**config.mk**
```make
export PLATFORM = sky130hd
export DESIGN_NAME = utf8_byte_stream_decoder_top
export DESIGN_NICKNAME = d
export VERILOG_FILES = /design/src/rtl/ubsd_pkg.sv /design/src/rtl/ubsd_step.sv /design/src/rtl/utf8_byte_stream_decoder_top.sv
export SDC_FILE = /design/constraint.sdc
export NUM_CORES = 1
export LEC_CHECK = 0
export ABC_AREA = 1
export BUFFER_PORTS_ARGS = -buffer_cell sky130_fd_sc_hd__buf_4
export CORE_ASPECT_RATIO = 1.25
export CORE_MARGIN = 5
export CORE_UTILIZATION = 45
export CTS_CLUSTER_SIZE = 20
export DETAILED_ROUTE_END_ITERATION = 6
export PLACE_DENSITY_LB_ADDON = 0.12
export REMOVE_ABC_BUFFERS = 1
export SLEW_MARGIN = 5
export SYNTH_ARGS = -nofsm -noshare
export SYNTH_HDL_FRONTEND = slang
export SYNTH_SLANG_ARGS = --single-unit
```
**constraint.sdc**
```tcl
create_clock -name clk -period 3.8 [get_ports clk]
set_input_delay 0.76 -clock clk [delete_from_list [all_inputs] [get_ports clk]]
set_output_delay 0.76 -clock clk [all_outputs]
set_load 0.1 [all_outputs]
```
**src/rtl/ubsd_pkg.sv**
```systemverilog
package ubsd_pkg;

	localparam int unsigned BYTE_W = 8;
	localparam int unsigned CP_W   = 31;
	localparam int unsigned CNT_W  = 3;

	localparam logic [CP_W-1:0] REPLACEMENT_CP = 31'h0000_FFFD;

	// Decoder state carried from one item to the next
	typedef struct packed {
		logic [CNT_W-1:0] bytes_left;
		logic [CP_W-1:0]  value_so_far;
		logic             sequence_bad;
	} dec_state_t;

	// What one item produces
	typedef struct packed {
		logic            emit;
		logic [CP_W-1:0] code_point;
		logic            replaced;
	} dec_result_t;

	localparam dec_state_t STATE_CLEAR = '{bytes_left: '0, value_so_far: '0, sequence_bad: 1'b0};

endpackage

```
**src/rtl/ubsd_step.sv**
```systemverilog
module ubsd_step (
	input  ubsd_pkg::dec_state_t         cur,
	input  logic [ubsd_pkg::BYTE_W-1:0]  data_byte,
	input  logic                         end_of_stream,
	output ubsd_pkg::dec_state_t         nxt,
	output ubsd_pkg::dec_result_t        res
);

	logic [ubsd_pkg::CNT_W-1:0]  lead_len;
	logic [4:0]                  lead_bits;
	logic                        is_cont;
	logic [ubsd_pkg::CNT_W-1:0]  left_dec;
	logic [ubsd_pkg::CP_W-1:0]   shifted;

	// Sequence length announced by a lead byte; 0 when it cannot lead
	always_comb begin
		case (data_byte) inside
			8'b0???????: lead_len = 3'd1;
			8'b10??????: lead_len = 3'd0;
			8'b110?????: lead_len = 3'd2;
			8'b1110????: lead_len = 3'd3;
			8'b11110???: lead_len = 3'd4;
			8'b111110??: lead_len = 3'd5;
			8'b1111110?: lead_len = 3'd6;
			default:     lead_len = 3'd0;
		endcase
	end

	// Payload bits of the lead: mask 0x7F >> len, only 5 bits can survive
	always_comb begin
		lead_bits = data_byte[4:0] & (5'h1F >> (lead_len - 3'd2));
	end

	assign is_cont  = (data_byte[7:6] == 2'b10);
	assign left_dec = cur.bytes_left - 3'd1;
	assign shifted  = {cur.value_so_far[ubsd_pkg::CP_W-7:0], data_byte[5:0]};

	always_comb begin
		nxt = cur;
		res = '{emit: 1'b0, code_point: ubsd_pkg::REPLACEMENT_CP, replaced: 1'b1};
		if (end_of_stream) begin
			nxt      = ubsd_pkg::STATE_CLEAR;
			res.emit = (cur.bytes_left != '0);
		end else if (cur.bytes_left == '0) begin
			if (lead_len == 3'd1) begin
				res.emit       = 1'b1;
				res.code_point = {{(ubsd_pkg::CP_W-ubsd_pkg::BYTE_W){1'b0}}, data_byte};
				res.replaced   = 1'b0;
			end else if (lead_len == 3'd0) begin
				res.emit = 1'b1;
			end else begin
				nxt.value_so_far = {{(ubsd_pkg::CP_W-5){1'b0}}, lead_bits};
				nxt.bytes_left   = lead_len - 3'd1;
				nxt.sequence_bad = 1'b0;
			end
		end else begin
			if (is_cont) begin
				nxt.value_so_far = shifted;
			end else begin
				nxt.sequence_bad = 1'b1;
			end
			nxt.bytes_left = left_dec;
			if (left_dec == '0) begin
				res.emit     = 1'b1;
				res.replaced = nxt.sequence_bad;
				if (!nxt.sequence_bad) begin
					res.code_point = nxt.value_so_far;
				end
				nxt = ubsd_pkg::STATE_CLEAR;
			end
		end
	end

endmodule

```
**src/rtl/utf8_byte_stream_decoder_top.sv**
```systemverilog
// UTF-8 byte stream decoder, original forms with up to six bytes per sequence.
// Input channel: in_valid / in_stall carry one item per handshake, either a
// raw byte (data_byte) or an end marker (end_of_stream = 1, byte ignored).
// Output channel: out_valid / out_stall carry one decoded item: a 31-bit
// code_point and the replaced flag, set when U+FFFD stands for bad input.
// An item is taken at a rising edge with valid high and stall low.
// Path: an item taken in waits in the input register, is decoded there,
// and its result lands in the output register; out_valid shows it
// from then on. Items that complete nothing (leads, inner continuation
// bytes, end marker with no sequence open) give no output item.
// Throughput: one item per clock unless out_stall holds it, set by the single
// decode step between the input and output registers, which also updates the state.
// Reset (arst_n low) empties both registers and clears the open sequence.
// When out_stall holds a result, the input register still drains if its
// item gives no output; otherwise in_stall rises and the item waits.
module utf8_byte_stream_decoder_top (
	input  logic                           clk,
	input  logic                           arst_n,
	input  logic                           in_valid,
	output logic                           in_stall,
	input  logic [ubsd_pkg::BYTE_W-1:0]    data_byte,
	input  logic                           end_of_stream,
	output logic                           out_valid,
	input  logic                           out_stall,
	output logic [ubsd_pkg::CP_W-1:0]      code_point,
	output logic                           replaced
);

	// input register
	logic                          valid_s1;
	logic [ubsd_pkg::BYTE_W-1:0]   byte_s1;
	logic                          eos_s1;

	// decode state and output register
	ubsd_pkg::dec_state_t          state_q;
	ubsd_pkg::dec_state_t          state_nxt;
	ubsd_pkg::dec_result_t         res;
	logic                          out_valid_q;
	logic [ubsd_pkg::CP_W-1:0]     cp_q;
	logic                          rep_q;

	logic out_free;
	logic s1_go;
	logic in_take;

	ubsd_step u_step (
		.cur           (state_q),
		.data_byte     (byte_s1),
		.end_of_stream (eos_s1),
		.nxt           (state_nxt),
		.res           (res)
	);

	// Output slot frees up when empty or being taken this cycle.
	assign out_free = !out_valid_q || !out_stall;
	// An item in s1 moves on unless its result would hit a full output slot.
	assign s1_go    = valid_s1 && (out_free || !res.emit);
	assign in_stall = valid_s1 && !s1_go;
	assign in_take  = in_valid && !in_stall;

	always_ff @(posedge clk or negedge arst_n) begin
		if (!arst_n) begin
			valid_s1 <= 1'b0;
		end else if (in_take) begin
			valid_s1 <= 1'b1;
		end else if (s1_go) begin
			valid_s1 <= 1'b0;
		end
	end

	always_ff @(posedge clk) begin
		if (in_take) begin
			byte_s1 <= data_byte;
			eos_s1  <= end_of_stream;
		end
	end

	always_ff @(posedge clk or negedge arst_n) begin
		if (!arst_n) begin
			state_q <= ubsd_pkg::STATE_CLEAR;
		end else if (s1_go) begin
			state_q <= state_nxt;
		end
	end

	always_ff @(posedge clk or negedge arst_n) begin
		if (!arst_n) begin
			out_valid_q <= 1'b0;
		end else if (out_free) begin
			out_valid_q <= s1_go && res.emit;
		end
	end

	always_ff @(posedge clk) begin
		if (out_free && s1_go && res.emit) begin
			cp_q  <= res.code_point;
			rep_q <= res.replaced;
		end
	end

	assign out_valid  = out_valid_q;
	assign code_point = cp_q;
	assign replaced   = rep_q;

	// a substituted item always carries U+FFFD
	a_rep_value: assert property (@(posedge clk) disable iff (!arst_n)
		out_valid_q && rep_q |-> cp_q == ubsd_pkg::REPLACEMENT_CP)
		else $error("replaced item without U+FFFD");

	// at most five continuation bytes can be pending
	a_left_range: assert property (@(posedge clk) disable iff (!arst_n)
		state_q.bytes_left <= 3'd5)
		else $error("bytes_left out of range");

	// an end marker always closes the open sequence
	a_eos_clears: assert property (@(posedge clk) disable iff (!arst_n)
		s1_go && eos_s1 |=> state_q.bytes_left == '0)
		else $error("end marker left a sequence open");

	// a new output item only comes from an item leaving the input register
	a_out_source: assert property (@(posedge clk) disable iff (!arst_n)
		$rose(out_valid_q) |-> $past(s1_go && res.emit))
		else $error("output item without a source");

	// an item that emits is never dropped while the output slot is full
	a_no_drop: assert property (@(posedge clk) disable iff (!arst_n)
		valid_s1 && res.emit && !out_free |=> valid_s1 && $stable(byte_s1))
		else $error("emitting item lost under stall");

endmodule

```
-- Word level (Yosys, flattened, before mapping)
Index checks and enable logic that the tools add are counted.
- register bits: 78
- input port bits: 13
- output and inout bits: 34
- word-level logic and storage cells: 67
- $add $sub $neg: 3
- eq/ne operators: 9
- shift-type cells: 1
- mux-type cells: 25
- bitwise operators: 1
- reductions and logical operators: 19
- operators by type and width (cell ; count):
    2-to-1 mux 35 bit ; 5
    2-to-1 mux 33 bit ; 2
    2-to-1 mux 31 bit ; 2
    2-to-1 mux 3 bit ; 7
    2-to-1 mux 17 bit ; 1
    zero test 3 bit ; 3
    2-to-1 mux 1 bit ; 8
    equality test 7 bit, second input constant ; 1
    equality test 6 bit, second input constant ; 1
    logical AND 1 bit ; 6
    inequality test 3 bit, second input constant ; 2
    subtractor 3 x 1 -> 3 bit, second input constant ; 2
    AND 5 bit ; 1
    equality test 5 bit, second input constant ; 1
    zero test 1 bit ; 5
    >> shifter 5 x 3 -> 5 bit, first input constant ; 1
    equality test 4 bit, second input constant ; 1
    equality test 3 x 1 -> 1 bit, second input constant ; 1
    equality test 3 bit, second input constant ; 1
    AND reduction 3 bit ; 1
    nonzero test 3 bit ; 1
    subtractor 3 x 2 -> 3 bit, second input constant ; 1
    equality test 2 bit, second input constant ; 1
    logical OR 1 bit ; 2
    nonzero test 2 bit ; 1

-- Depth between registers and ports, before layout
Gate-level depths: netlist of run 1.
- word-level depth: 21
- mapped depth: 16
- gate-level depth less buffers: 13

-- Cells and area by module
From an unflattened synthesis of run 1, not the netlist that was laid out.
- cell total of the unflattened synthesis: 585
- area total of the unflattened synthesis: 4700.8 um^2
- modules (own cells, without submodules) (module ; times used ; cells an instance ; area each (um^2) ; sequential area each (um^2)):
    utf8_byte_stream_decoder_top ; 1 ; 205 ; 2757.6 ; 2157.1
    ubsd_step ; 1 ; 380 ; 1943.1 ; 0.0

-- Worst setup path before layout of run 1
No wires, ideal clock.
- kind: reg2reg
- from: register byte_s1[7] in the netlist's numbering
- to: register cp_q (netlist bit code_point[0]), enable pin
- library setup time: 0.421 ns
- arrival: 2.843 ns
- required time: 3.379 ns
- path slack: 0.536 ns
- cell stages (with the launch flop): 14
- buffers on the path: 1
- period minus slack after synthesis: 3.264 ns
- path through: edfxtp_1 -> buf_4 -> nand2_4 -> nor2_8 -> nand2_1 -> nand2_1 -> nor2_1 -> ha_1 -> nand3_1 -> nand2_1 -> nand2_2 -> nand2_1 -> nand2_1 -> nor2_1
- word-level cells in the longest chain between the ends: 18
- elaborated cells between the ends (all ways): 24
- those cells by class: eq/ne: 7; mux: 11; reduce/logical: 6
- ends and longest elaborated chain (item ; RTL line ; text):
    from (decl) ; utf8_byte_stream_decoder_top.sv:31 ; logic [ubsd_pkg::BYTE_W-1:0] byte_s1;
    from (signal assigned) ; utf8_byte_stream_decoder_top.sv:73 ; byte_s1 <= data_byte;
    equality test 7 bit (no source line) ; n/a ;
    2-to-1 mux 3 bit (6 in a row) ; ubsd_step.sv:17 ; case (data_byte) inside
    2-to-1 mux 3 bit * ; ubsd_step.sv:17 ;
    zero test 3 bit ; ubsd_step.sv:49 ; end else if (lead_len == 3'd0) begin
    2-to-1 mux 1 bit ; ubsd_step.sv:49 ;
    2-to-1 mux 1 bit * ; ubsd_step.sv:45 ; if (lead_len == 3'd1) begin
    2-to-1 mux 33 bit * ; ubsd_step.sv:44 ; end else if (cur.bytes_left == '0) begin
    2-to-1 mux 1 bit * ; ubsd_step.sv:41 ; if (end_of_stream) begin
    zero test 1 bit ; utf8_byte_stream_decoder_top.sv:57 ; assign s1_go = valid_s1 && (out_free || !res.emit);
    logical OR 1 bit ; utf8_byte_stream_decoder_top.sv:57 ;
    logical AND 1 bit ; utf8_byte_stream_decoder_top.sv:57 ;
    logical AND 1 bit ; utf8_byte_stream_decoder_top.sv:95 ; if (out_free && s1_go && res.emit) begin
    logical AND 1 bit * ; utf8_byte_stream_decoder_top.sv:95 ;
    to (signal assigned) ; utf8_byte_stream_decoder_top.sv:96 ; cp_q <= res.code_point;
    to (decl) ; utf8_byte_stream_decoder_top.sv:39 ; logic [ubsd_pkg::CP_W-1:0] cp_q;
Mark *: on every way between the ends. The rest lies on a longest branch, timed or not.
A chain may end at the register's enable or synchronous reset.

-- Worst setup path in the final report of run 1
- from: register byte_s1[7] in the netlist's numbering
- to: output port in_stall
- word-level cells in the longest chain between the ends: 18
- elaborated cells between the ends (all ways): 24
- those cells by class: eq/ne: 7; mux: 11; reduce/logical: 6
- ends and longest elaborated chain (item ; RTL line ; text):
    equality test 7 bit (no source line) ; n/a ;
    2-to-1 mux 3 bit (6 in a row) ; ubsd_step.sv:17 ;
    2-to-1 mux 3 bit * ; ubsd_step.sv:17 ;
    zero test 3 bit ; ubsd_step.sv:49 ;
    2-to-1 mux 1 bit ; ubsd_step.sv:49 ;
    2-to-1 mux 1 bit * ; ubsd_step.sv:45 ;
    2-to-1 mux 33 bit * ; ubsd_step.sv:44 ;
    2-to-1 mux 1 bit * ; ubsd_step.sv:41 ;
    zero test 1 bit * ; utf8_byte_stream_decoder_top.sv:57 ;
    logical OR 1 bit * ; utf8_byte_stream_decoder_top.sv:57 ;
    logical AND 1 bit * ; utf8_byte_stream_decoder_top.sv:57 ;
    zero test 1 bit * ; utf8_byte_stream_decoder_top.sv:58 ; assign in_stall = valid_s1 && !s1_go;
    logical AND 1 bit * ; utf8_byte_stream_decoder_top.sv:58 ;
    to (decl) ; utf8_byte_stream_decoder_top.sv:20 ; output logic in_stall,
Marked as above.

==> results.yml, run 1 <==
layout:
  area_growth_pct: 14.58
  design_area_um2: 4454
  nets: 495
  diodes: 0
  drive_gt1_share_pct: 19.75
detailed_routing:
  drt_iter0_drc: 151
  ant_nets: 0
  wl_um: 8492
  vias_per_cell: 5.162
  wire_per_inst_um: 14.62
  drcViolationCount: 0
  drtPass1Iterations: 4
  num_vias: 2999
clocking:
  cts_hold_buf: 0
  root_buffer: "clkbuf_8"
  cts_resized: 0
  cts.sink_count: 78
  clk_transition_reported_paths_ns: 0.08
  clkLatencyLatePin_ns: 0.35
  clockBufferDepth: 2
  cts_tree: "done"
  numCtsBuffers: 9
  cts_setup_buffers: 0
  cts_htree_levels: 3
run_status:
  status: "finished clean"
grt:
  grtUsageMet1_pct: 22.14
  use_met3_pct: 3.760
  grt_start_max_net_pins: 62
  grt-ovfl-total: 0
  grt_busiest_layer: "met2"
  first_global_vias: 2997
  grt_usage_pct: 17.45
  grt_pass1_wl_um: 14480
  grt_antenna_before_repair: 0
  use_met2_pct: 28.78
setup_path:
  critPathCaptureType: "output port"
  worst-path-buf-inv: 2
  cp_max_fo: 10
  crit_top_cell: "nand2_1"
  cp_top_family: "simple AND/OR/NAND/NOR gates"
  cp.required_ns: 3.04
  cp.depth: 13
  crit_arrival_ns: 2.54
  crit_path_start_kind: "flip-flop"
  rrSetupSlack_ns: 1.13
  criticalPathCategory: "reg -> out"
  cpPeakStageDelay_ns: 0.57
  worstPathCellList: "nand2_4 > nor2_8 > nand2_1 > nand2_1 > nor2_1 > ha_1 > nand3_1 > nand2_1 > nand2_2 > nand2_1 > nand3_1 > inv_1 > buf_4"
  critPathSlowestCell: "edfxtp_1"
  r2r_cells: 13
sta:
  fin_crit_sh_pct: 86.75
  fin_crit_ns: 3.296
  fin_setup_tns_ns: 0
  hold_violations: 0
  rsz0062_at_grt: "false"
  final_max_slew_viol_count: 0
  worst_pin_slew_ns: 0.6540
  skew_ns: 0.008950
  max_clock_freq_ghz: 0.3034
  slew_headroom_pct: 56.40
  setup-violations-final: 0
floorplan:
  die_w_um: 93.13
  ios: 47
  die_area_um2: 10610
  rows: 38
  initial_core_util_pct: 45.42
  coreArea_um2: 8558
  die_h_um: 113.9
synthesis:
  syn_area_um2: 3887
  ys_types: 36
  syn_area_per_cell_um2: 8.937
  yosysMostFrequentCell: "nand2_1"
  ys_ff_latch: 78
  syn_inst: 435
  yosysTopAreaCell: "edfxtp_1"
  netlist_top_cells_area: "edfxtp_1 32%, dfrtp_1 24%, nand2_1 10%"
  synthTopCellsByCount: "106 x nand2_1, 56 x nor2_1, 52 x o21ai_0, 49 x inv_1, 41 x edfxtp_1"
  synth.top_cell.area_share_pct: 31.67
  yosys_warnings: 0
  seq_area_frac_synth_pct: 55.49
  synth_edf_count: 41
  ys_async_sr_fraction_pct: 47.44
  ys.flop_type: "edfxtp_1"
placement:
  dp_hpwl_um: 5681
  place_area_um2: 4257
  io_buffers: 46
  routabilityCongestion: 0.8708
hold_path:
  hold_class: "in -> async"
pwr:
  powerDensity_nw_per_um2: 759.2
  ir_drop_mv: 0.4665
  power.leakage_nw: 1.983
  fin_total_pwr_w: 0.003382
job:
  maxCapViolCount: 0
==> worst paths after layout <==
| path | startpoint | end |
|---|---|---|
| setup reg to reg | byte_s1[7]$_DFFE_PP_ | code_point[26]$_SDFFCE_PP0P_ |
| max in group asynchronous | arst_n | state_q[18]$_DFFE_PN0P_ |
| min in group clk | state_q[0]$_DFFE_PN0P_ | state_q[0]$_DFFE_PN0P_ |
| hold reg to reg | state_q[0]$_DFFE_PN0P_ | state_q[0]$_DFFE_PN0P_ |
| setup / recovery | byte_s1[7]$_DFFE_PP_ | in_stall |
| hold / removal | arst_n | state_q[22]$_DFFE_PN0P_ |
==> cells in the final DEF (no fill, tap or decap), types with 2 or more instances in the layout <==
cell type / netlist / final
nor2_2: 1 / 2
nand2_4: 2 / 2
nand2_2: 2 / 2
o211ai_1: 2 / 2
edfxtp_1: 41 / 41
nor3_1: 2 / 2
o21ai_2: 18 / 18
clkbuf_8: 0 / 9
o21ai_1: 6 / 6
o21ai_0: 52 / 52
a21oi_1: 4 / 4
ha_1: 6 / 6
nand2_1: 106 / 106
nor2_1: 56 / 55
inv_2: 2 / 2
inv_1: 49 / 49
clkinvlp_4: 0 / 4
nand3_1: 17 / 17
dfrtp_1: 37 / 37
buf_4: 3 / 49
==> worst reg2reg max path, delay by kind of cell, from the launching register on <==
family,cells,cell delay (ns)
DFF,1,0.57
and+or+nand+nor,11,1.12
adders and majority gates,1,0.21
buffers and inverters,1,0.40
==> cells by family (layout without fill, tap and decap cells) <==
| group | after synthesis | in the layout | synth area share [%] |
|---|---|---|---|
| flops | 78 | 78 | 55.49 |
| simple gates | 191 | 191 | 20.53 |
| fa+ha+maj | 6 | 6 | 1.931 |
| compound gates | 88 | 88 | 13.61 |
| buf+inv | 72 | 118 | 8.433 |
==> sequential cells by signal, indices dropped and copies added, names as in the netlist <==
| register | cells |
|---|---|
| state_q | 35 |
| code_point | 31 |
| byte_s1 | 8 |
| eos_s1 | 1 |
| out_valid | 1 |
| replaced | 1 |
| valid_s1 | 1 |
==> cell type report <==
cell class / instances / area, um^2
fillers: 817 / 4104
flip-flops and latches: 78 / 2157
multi-input cells: 285 / 1405
repair buffers: 49 / 367.9
inverters: 53 / 201.4
well taps: 100 / 125.1
clock buffers: 9 / 123.9
clock inverters: 7 / 73.82
==> metrics by stage <==
step           worst slack (ns)  instances  utilization (%)  hold slack, ns
2_1_floorplan            0.4787        416                -          0.4455
3_3_place_gp             0.9410        565            49.74          0.4627
3_5_place_dp             0.9214        565            49.74          0.4802
4_1_cts                  0.5140        581            52.05          0.3811
5_1_grt                  0.2753        581            52.05          0.3965
6_report                 0.5036        581            52.05          0.3711
==> metal layers <==
metal	share of wire, %	vias up
met5	0	-
met4	2.4	0
met3	4.3	14
met2	50	74
met1	43	1415
li1	-	1496
==> power by group <==
group          internal [W]  switching, W
clock              0.000304      0.000330
sequential          0.00112     0.0000826
combinational      0.000316       0.00123
Power figures use the tool's default switching activity.
==> run 2: changes to the inputs <==
--- a/config.mk
+++ b/config.mk
@@ -8,7 +8,6 @@
 export ABC_AREA = 1
 export BUFFER_PORTS_ARGS = -buffer_cell sky130_fd_sc_hd__buf_4
 export CORE_ASPECT_RATIO = 1.25
-export CORE_MARGIN = 5
 export CORE_UTILIZATION = 45
 export CTS_CLUSTER_SIZE = 20
 export DETAILED_ROUTE_END_ITERATION = 6
==> results.yml, run 2 (synthesis results as in run 1) <==
run_status:
  status: "finished clean"
grt:
  grt_usage_pct: 19.48
  grt-ovfl-total: 0
  grt_pass1_wl_um: 13370
  grt_start_max_net_pins: 62
  grt_antenna_before_repair: 0
  first_global_vias: 2753
pwr:
  pwr-share-seq_pct: 36.3
  switching_share_pct: 47.90
  combPwrFrac_pct: 46.0
  switchingPower_w: 0.001595
  fin_total_pwr_w: 0.003330
  p_clk_share_pct: 17.7
  ir_drop_mv: 0.5908
  powerDensity_nw_per_um2: 751.5
  intPower_w: 0.001735
  power.leakage_nw: 1.984
sta:
  fin_crit_sh_pct: 86.08
  skew_ns: 0.007873
  max_clock_freq_ghz: 0.3057
  slew_headroom_pct: 56.79
  fin_crit_ns: 3.271
  worst_pin_slew_ns: 0.6481
  setup-violations-final: 0
  rsz0062_at_grt: "false"
  fin_setup_tns_ns: 0
  hold_violations: 0
  final_max_slew_viol_count: 0
layout:
  largest_reg_flops: 35
  nets: 495
  area_growth_pct: 14.00
  final_common_cell: "nand2_1"
  final_core_util_pct: 53.48
  top_register: "state_q"
  design_area_um2: 4432
  drive_gt1_share_pct: 19.17
  instances_no_fill: 577
  diodes: 0
  final_cell_mix: "106 x nand2_1, 55 x nor2_1, 52 x o21ai_0"
job:
  maxCapViolCount: 0
setup_path:
  crit_top_cell: "nand2_1"
  cpPeakStageDelay_ns: 0.57
  critPathSlowestCell: "edfxtp_1"
  cp.required_ns: 3.04
  critPathCaptureType: "output port"
  criticalPathCategory: "reg -> out"
  worstPathCellList: "nand2_4 > nor2_8 > nand2_1 > nand2_1 > nor2_1 > ha_1 > nand3_1 > nand2_1 > nand2_2 > nand2_1 > nand3_1 > inv_1 > buf_4"
  worst-path-buf-inv: 2
  crit_path_start_kind: "flip-flop"
  cp_max_fo: 10
  crit_arrival_ns: 2.51
  cp_top_family: "simple AND/OR/NAND/NOR gates"
placement:
  routabilityCongestion: 0.8420
  io_buffers: 46
  dp_hpwl_um: 5287
  dp.cells: 562
  place_area_um2: 4253
floorplan:
  coreArea_um2: 8287
  ios: 47
  rows: 37
  die_area_um2: 9017
  die_w_um: 85.13
  initial_core_util_pct: 46.91
  die_h_um: 105.9
clocking:
  cts_resized: 0
  cts.sink_count: 78
  cts_htree_levels: 3
  cts_setup_buffers: 0
  clkLatencyLatePin_ns: 0.35
  clk_transition_reported_paths_ns: 0.07
  root_buffer: "clkbuf_8"
  cts_hold_buf: 0
  numCtsBuffers: 9
  clockBufferDepth: 2
  cts_tree: "done"
detailed_routing:
  wire_per_inst_um: 13.93
  drtPass1Iterations: 4
  ant_nets: 0
  num_vias: 2934
  drcViolationCount: 0
  vias_per_cell: 5.085
  drt_iter0_drc: 188
  wl_um: 8035
hold_path:
  hold_class: "in -> async"
## run 2: changes by cell type in the layout (fill, tap and decap cells not counted), sizes merged
cell	change
clkinvlp	-3
clkinv	+2
inv	-1
clkbuf	+1
## run 2: metal layers
metal	GRT usage, %	routed length [um]	up-vias
li1	-	-	1490
met1	24.07	3484	1361
met2	32.43	4046	68
met3	3.804	293	15
met4	9.806	210	0
met5	0	0	-
## run 2: power by group through the flow
stage / Sequential [W] / Combinational [W] / Clock [W]
floorplan: 0.00182 / 0.000580 / 0
global placement: 0.00122 / 0.00153 / 0
detailed placement: 0.00123 / 0.00154 / 0
CTS: 0.00121 / 0.00154 / 0.000606
global route: 0.00123 / 0.00165 / 0.000639
finish: 0.00121 / 0.00153 / 0.000591
## run 2: final timing paths
check                                         from                            to  slack (ns)  depth (start not counted)
max in group asynchronous                   arst_n        state_q[5]$_DFFE_PN0P_        3.07                          1
min in group clk           state_q[33]$_DFFE_PN0P_       state_q[33]$_DFFE_PN0P_        0.50                          2
min reg2reg                state_q[33]$_DFFE_PN0P_       state_q[33]$_DFFE_PN0P_        0.50                          2
max                           byte_s1[7]$_DFFE_PP_                      in_stall        0.53                         13
max reg2reg                   byte_s1[7]$_DFFE_PP_  code_point[15]$_SDFFCE_PP1P_        1.17                         13
min                                         arst_n       state_q[28]$_DFFE_PN0P_        0.37                          1
## run 2: per-stage QoR
stage               setup slack [ns]  hold WS, ns
detailed placement            0.9176       0.4805
CTS                           0.5270       0.3921
global route                  0.3004       0.4052
floorplan                     0.4787       0.4455
global placement              0.9484       0.4618
finish                        0.5290       0.3651
## run 2: layout make-up
| type | count | area (um^2) |
|---|---|---|
| Inverter | 53 | 201.4 |
| Clock inverter | 5 | 51.30 |
| Sequential cell | 78 | 2157 |
| Tap cell | 97 | 121.4 |
| Fill cell | 793 | 3855 |
| Timing Repair Buffer | 49 | 367.9 |
| Clock buffer | 10 | 127.6 |
| Multi-Input combinational cell | 285 | 1405 |
==> run 3: changes to the inputs <==
--- a/config.mk
+++ b/config.mk
@@ -5,7 +5,6 @@
 export SDC_FILE = /design/constraint.sdc
 export NUM_CORES = 1
 export LEC_CHECK = 0
-export ABC_AREA = 1
 export BUFFER_PORTS_ARGS = -buffer_cell sky130_fd_sc_hd__buf_4
 export CORE_ASPECT_RATIO = 1.25
 export CORE_UTILIZATION = 45
==> results.yml, run 3 <==
synthesis:
  yosys_warnings: 0
  ys_async_sr_fraction_pct: 47.44
  seq_area_frac_synth_pct: 59.70
  ys_types: 47
  syn_area_um2: 3613
  yosysTopAreaCell: "edfxtp_1"
  synth.top_cell.area_share_pct: 34.07
  syn_inst: 319
  yosysMostFrequentCell: "nand2_1"
  netlist_top_cells_area: "edfxtp_1 34%, dfrtp_1 26%, a22o_1 6.3%"
  synthTopCellsByCount: "53 x nand2_1, 41 x edfxtp_1, 37 x dfrtp_1, 26 x a21oi_1, 26 x a22o_1"
  synth_edf_count: 41
  syn_area_per_cell_um2: 11.33
  ys_ff_latch: 78
  ys.flop_type: "edfxtp_1"
layout:
  nets: 378
  final_cell_mix: "53 x nand2_1, 52 x buf_4, 41 x edfxtp_1"
  design_area_um2: 4237
  instances_no_fill: 459
  final_common_cell: "nand2_1"
  top_register: "state_q"
  diodes: 0
  largest_reg_flops: 35
  area_growth_pct: 17.24
  final_core_util_pct: 54.37
  drive_gt1_share_pct: 19.78
detailed_routing:
  top_layer: "met4"
  ant_nets: 0
  drcViolationCount: 0
  met3_length_um: 232
  num_vias: 2541
  drtPass1Iterations: 4
  wl_um: 7449
  vias_per_cell: 5.536
  wl_met2_um: 3609
  wire_per_inst_um: 16.23
  drt_iter0_drc: 164
  wl_met1_um: 3447
clocking:
  cts_tree: "done"
  cts_htree_levels: 3
  clockBufferDepth: 2
  clkLatencyLatePin_ns: 0.37
  clk_transition_reported_paths_ns: 0.09
  cts.sink_count: 78
  numCtsBuffers: 9
  root_buffer: "clkbuf_8"
grt:
  grt_pass1_wl_um: 11920
  grt_antenna_before_repair: 0
  grt_start_max_net_pins: 38
  grt-ovfl-total: 0
  grt_usage_pct: 19.59
  first_global_vias: 2291
floorplan:
  die_h_um: 102.2
  die_area_um2: 8395
  rows: 36
  coreArea_um2: 7792
  die_w_um: 82.15
  initial_core_util_pct: 46.37
  ios: 47
sta:
  worst_pin_slew_ns: 1.062
  slew_headroom_pct: 29.19
  skew_ns: 0.01284
  fin_crit_ns: 3.502
  max_clock_freq_ghz: 0.2855
  whs_ns: 0.3566
  final_max_slew_viol_count: 0
  rsz0062_at_grt: "false"
  hold_violations: 0
  setup-violations-final: 0
  fin_setup_tns_ns: 0
  fin_crit_sh_pct: 92.17
setup_path:
  crit_path_start_kind: "flip-flop"
  cp.required_ns: 3.04
  rr_startpoint: "byte_s1[2]$_DFFE_PP_"
  cp_max_fo: 6
  rrSetupSlack_ns: 0.81
  criticalPathCategory: "reg -> out"
  crit_arrival_ns: 2.74
  r2r_cells: 8
  critPathCaptureType: "output port"
  rr_endpoint: "state_q[1]$_DFFE_PN0P_"
placement:
  place_area_um2: 4009
  dp_hpwl_um: 4914
  io_buffers: 46
  routabilityCongestion: 0.8414
  dp.cells: 443
job:
  maxCapViolCount: 0
pwr:
  ir_drop_mv: 0.4702
  intPower_w: 0.001728
  powerDensity_nw_per_um2: 752.5
  power.leakage_nw: 1.693
  switchingPower_w: 0.001459
  combPwrFrac_pct: 42.5
  p_clk_share_pct: 21.7
  pwr-share-seq_pct: 35.8
  switching_share_pct: 45.78
run_status:
  status: "finished clean"
hold_path:
  hold_class: "in -> async"
==> run 3: routing by layer <==
layer,up-vias,track usage [%]
met5,-,0
met4,0,10.12
met3,14,3.214
met2,58,30.45
met1,1225,26.24
li1,1244,-
==> run 3: critical path: stages, from the launching register on <==
cell and delay, ns:
edfxtp_1 0.46, nand2b_1 0.18, a21oi_1 0.23, nand2b_1 0.19, inv_1 0.06, ha_1 0.20
or3b_1 0.48, a21oi_2 0.27, nor2_1 0.08, buf_4 0.23
==> run 3: worst max path at each step <==
stage                                        from                     endpoint  slack [ns]
after floorplan           state_q[32]$_DFFE_PN0P_  code_point[0]$_SDFFCE_PP1P_       -0.56
after global placement       byte_s1[2]$_DFFE_PP_                     in_stall        0.71
after detailed placement     byte_s1[2]$_DFFE_PP_                     in_stall        0.59
after CTS                    byte_s1[2]$_DFFE_PP_                     in_stall        0.19
after global routing         byte_s1[2]$_DFFE_PP_                     in_stall        0.11
final                        byte_s1[2]$_DFFE_PP_                     in_stall        0.30
==> run 3: cell families (layout without fill, tap and decap cells) <==
kind of cell             count (synthesis)  count (layout)  share of synthesized area [%]
AO/OA/AOI/OAI                           99              99                          19.43
XOR/XNOR                                 1               1                         0.2424
adder cells (fa/ha/maj)                  6               6                          2.078
buffers and inverters                   32              77                          4.293
flip-flops                              78              78                          59.70
multiplexers                             9               9                          2.493
AND/OR/NAND/NOR                         94              94                          11.77
==> run 3: layout make-up <==
type / instances / area, um^2
Timing Repair Buffer: 52 / 390.4
Fill cell: 680 / 3556
Inverter: 9 / 33.78
Multi-Input combinational cell: 209 / 1313
Sequential cell: 78 / 2157
Tap cell: 95 / 118.9
Clock buffer: 10 / 148.9
Clock inverter: 6 / 75.07
==> run 3: timing repair <==
| action | in CTS | in global routing |
|---|---|---|
| setup buffers | 0 | 0 |
| resized for setup | 0 | 1 |
| hold buffers | 0 | 0 |
| endpoints found under the setup margin | 0 | 1 |
==> run 3: power groups by stage <==
stage	clock (W)	sequential, W	combinational, W
after CTS	0.000705	0.00114	0.00136
after global placement	0	0.00116	0.00136
after global routing	0.000736	0.00116	0.00144
final	0.000692	0.00114	0.00135
after floorplan	0	0.00172	0.000463
after detailed placement	0	0.00116	0.00136
==> run 3: through the flow <==
stage                     setup WS [ns]  power [W]
after detailed placement         0.5944   0.002521
after global placement           0.7122   0.002516
after CTS                        0.1864   0.003209
after global routing             0.1127   0.003340
final                            0.2977   0.003188
after floorplan                 -0.5598   0.002187
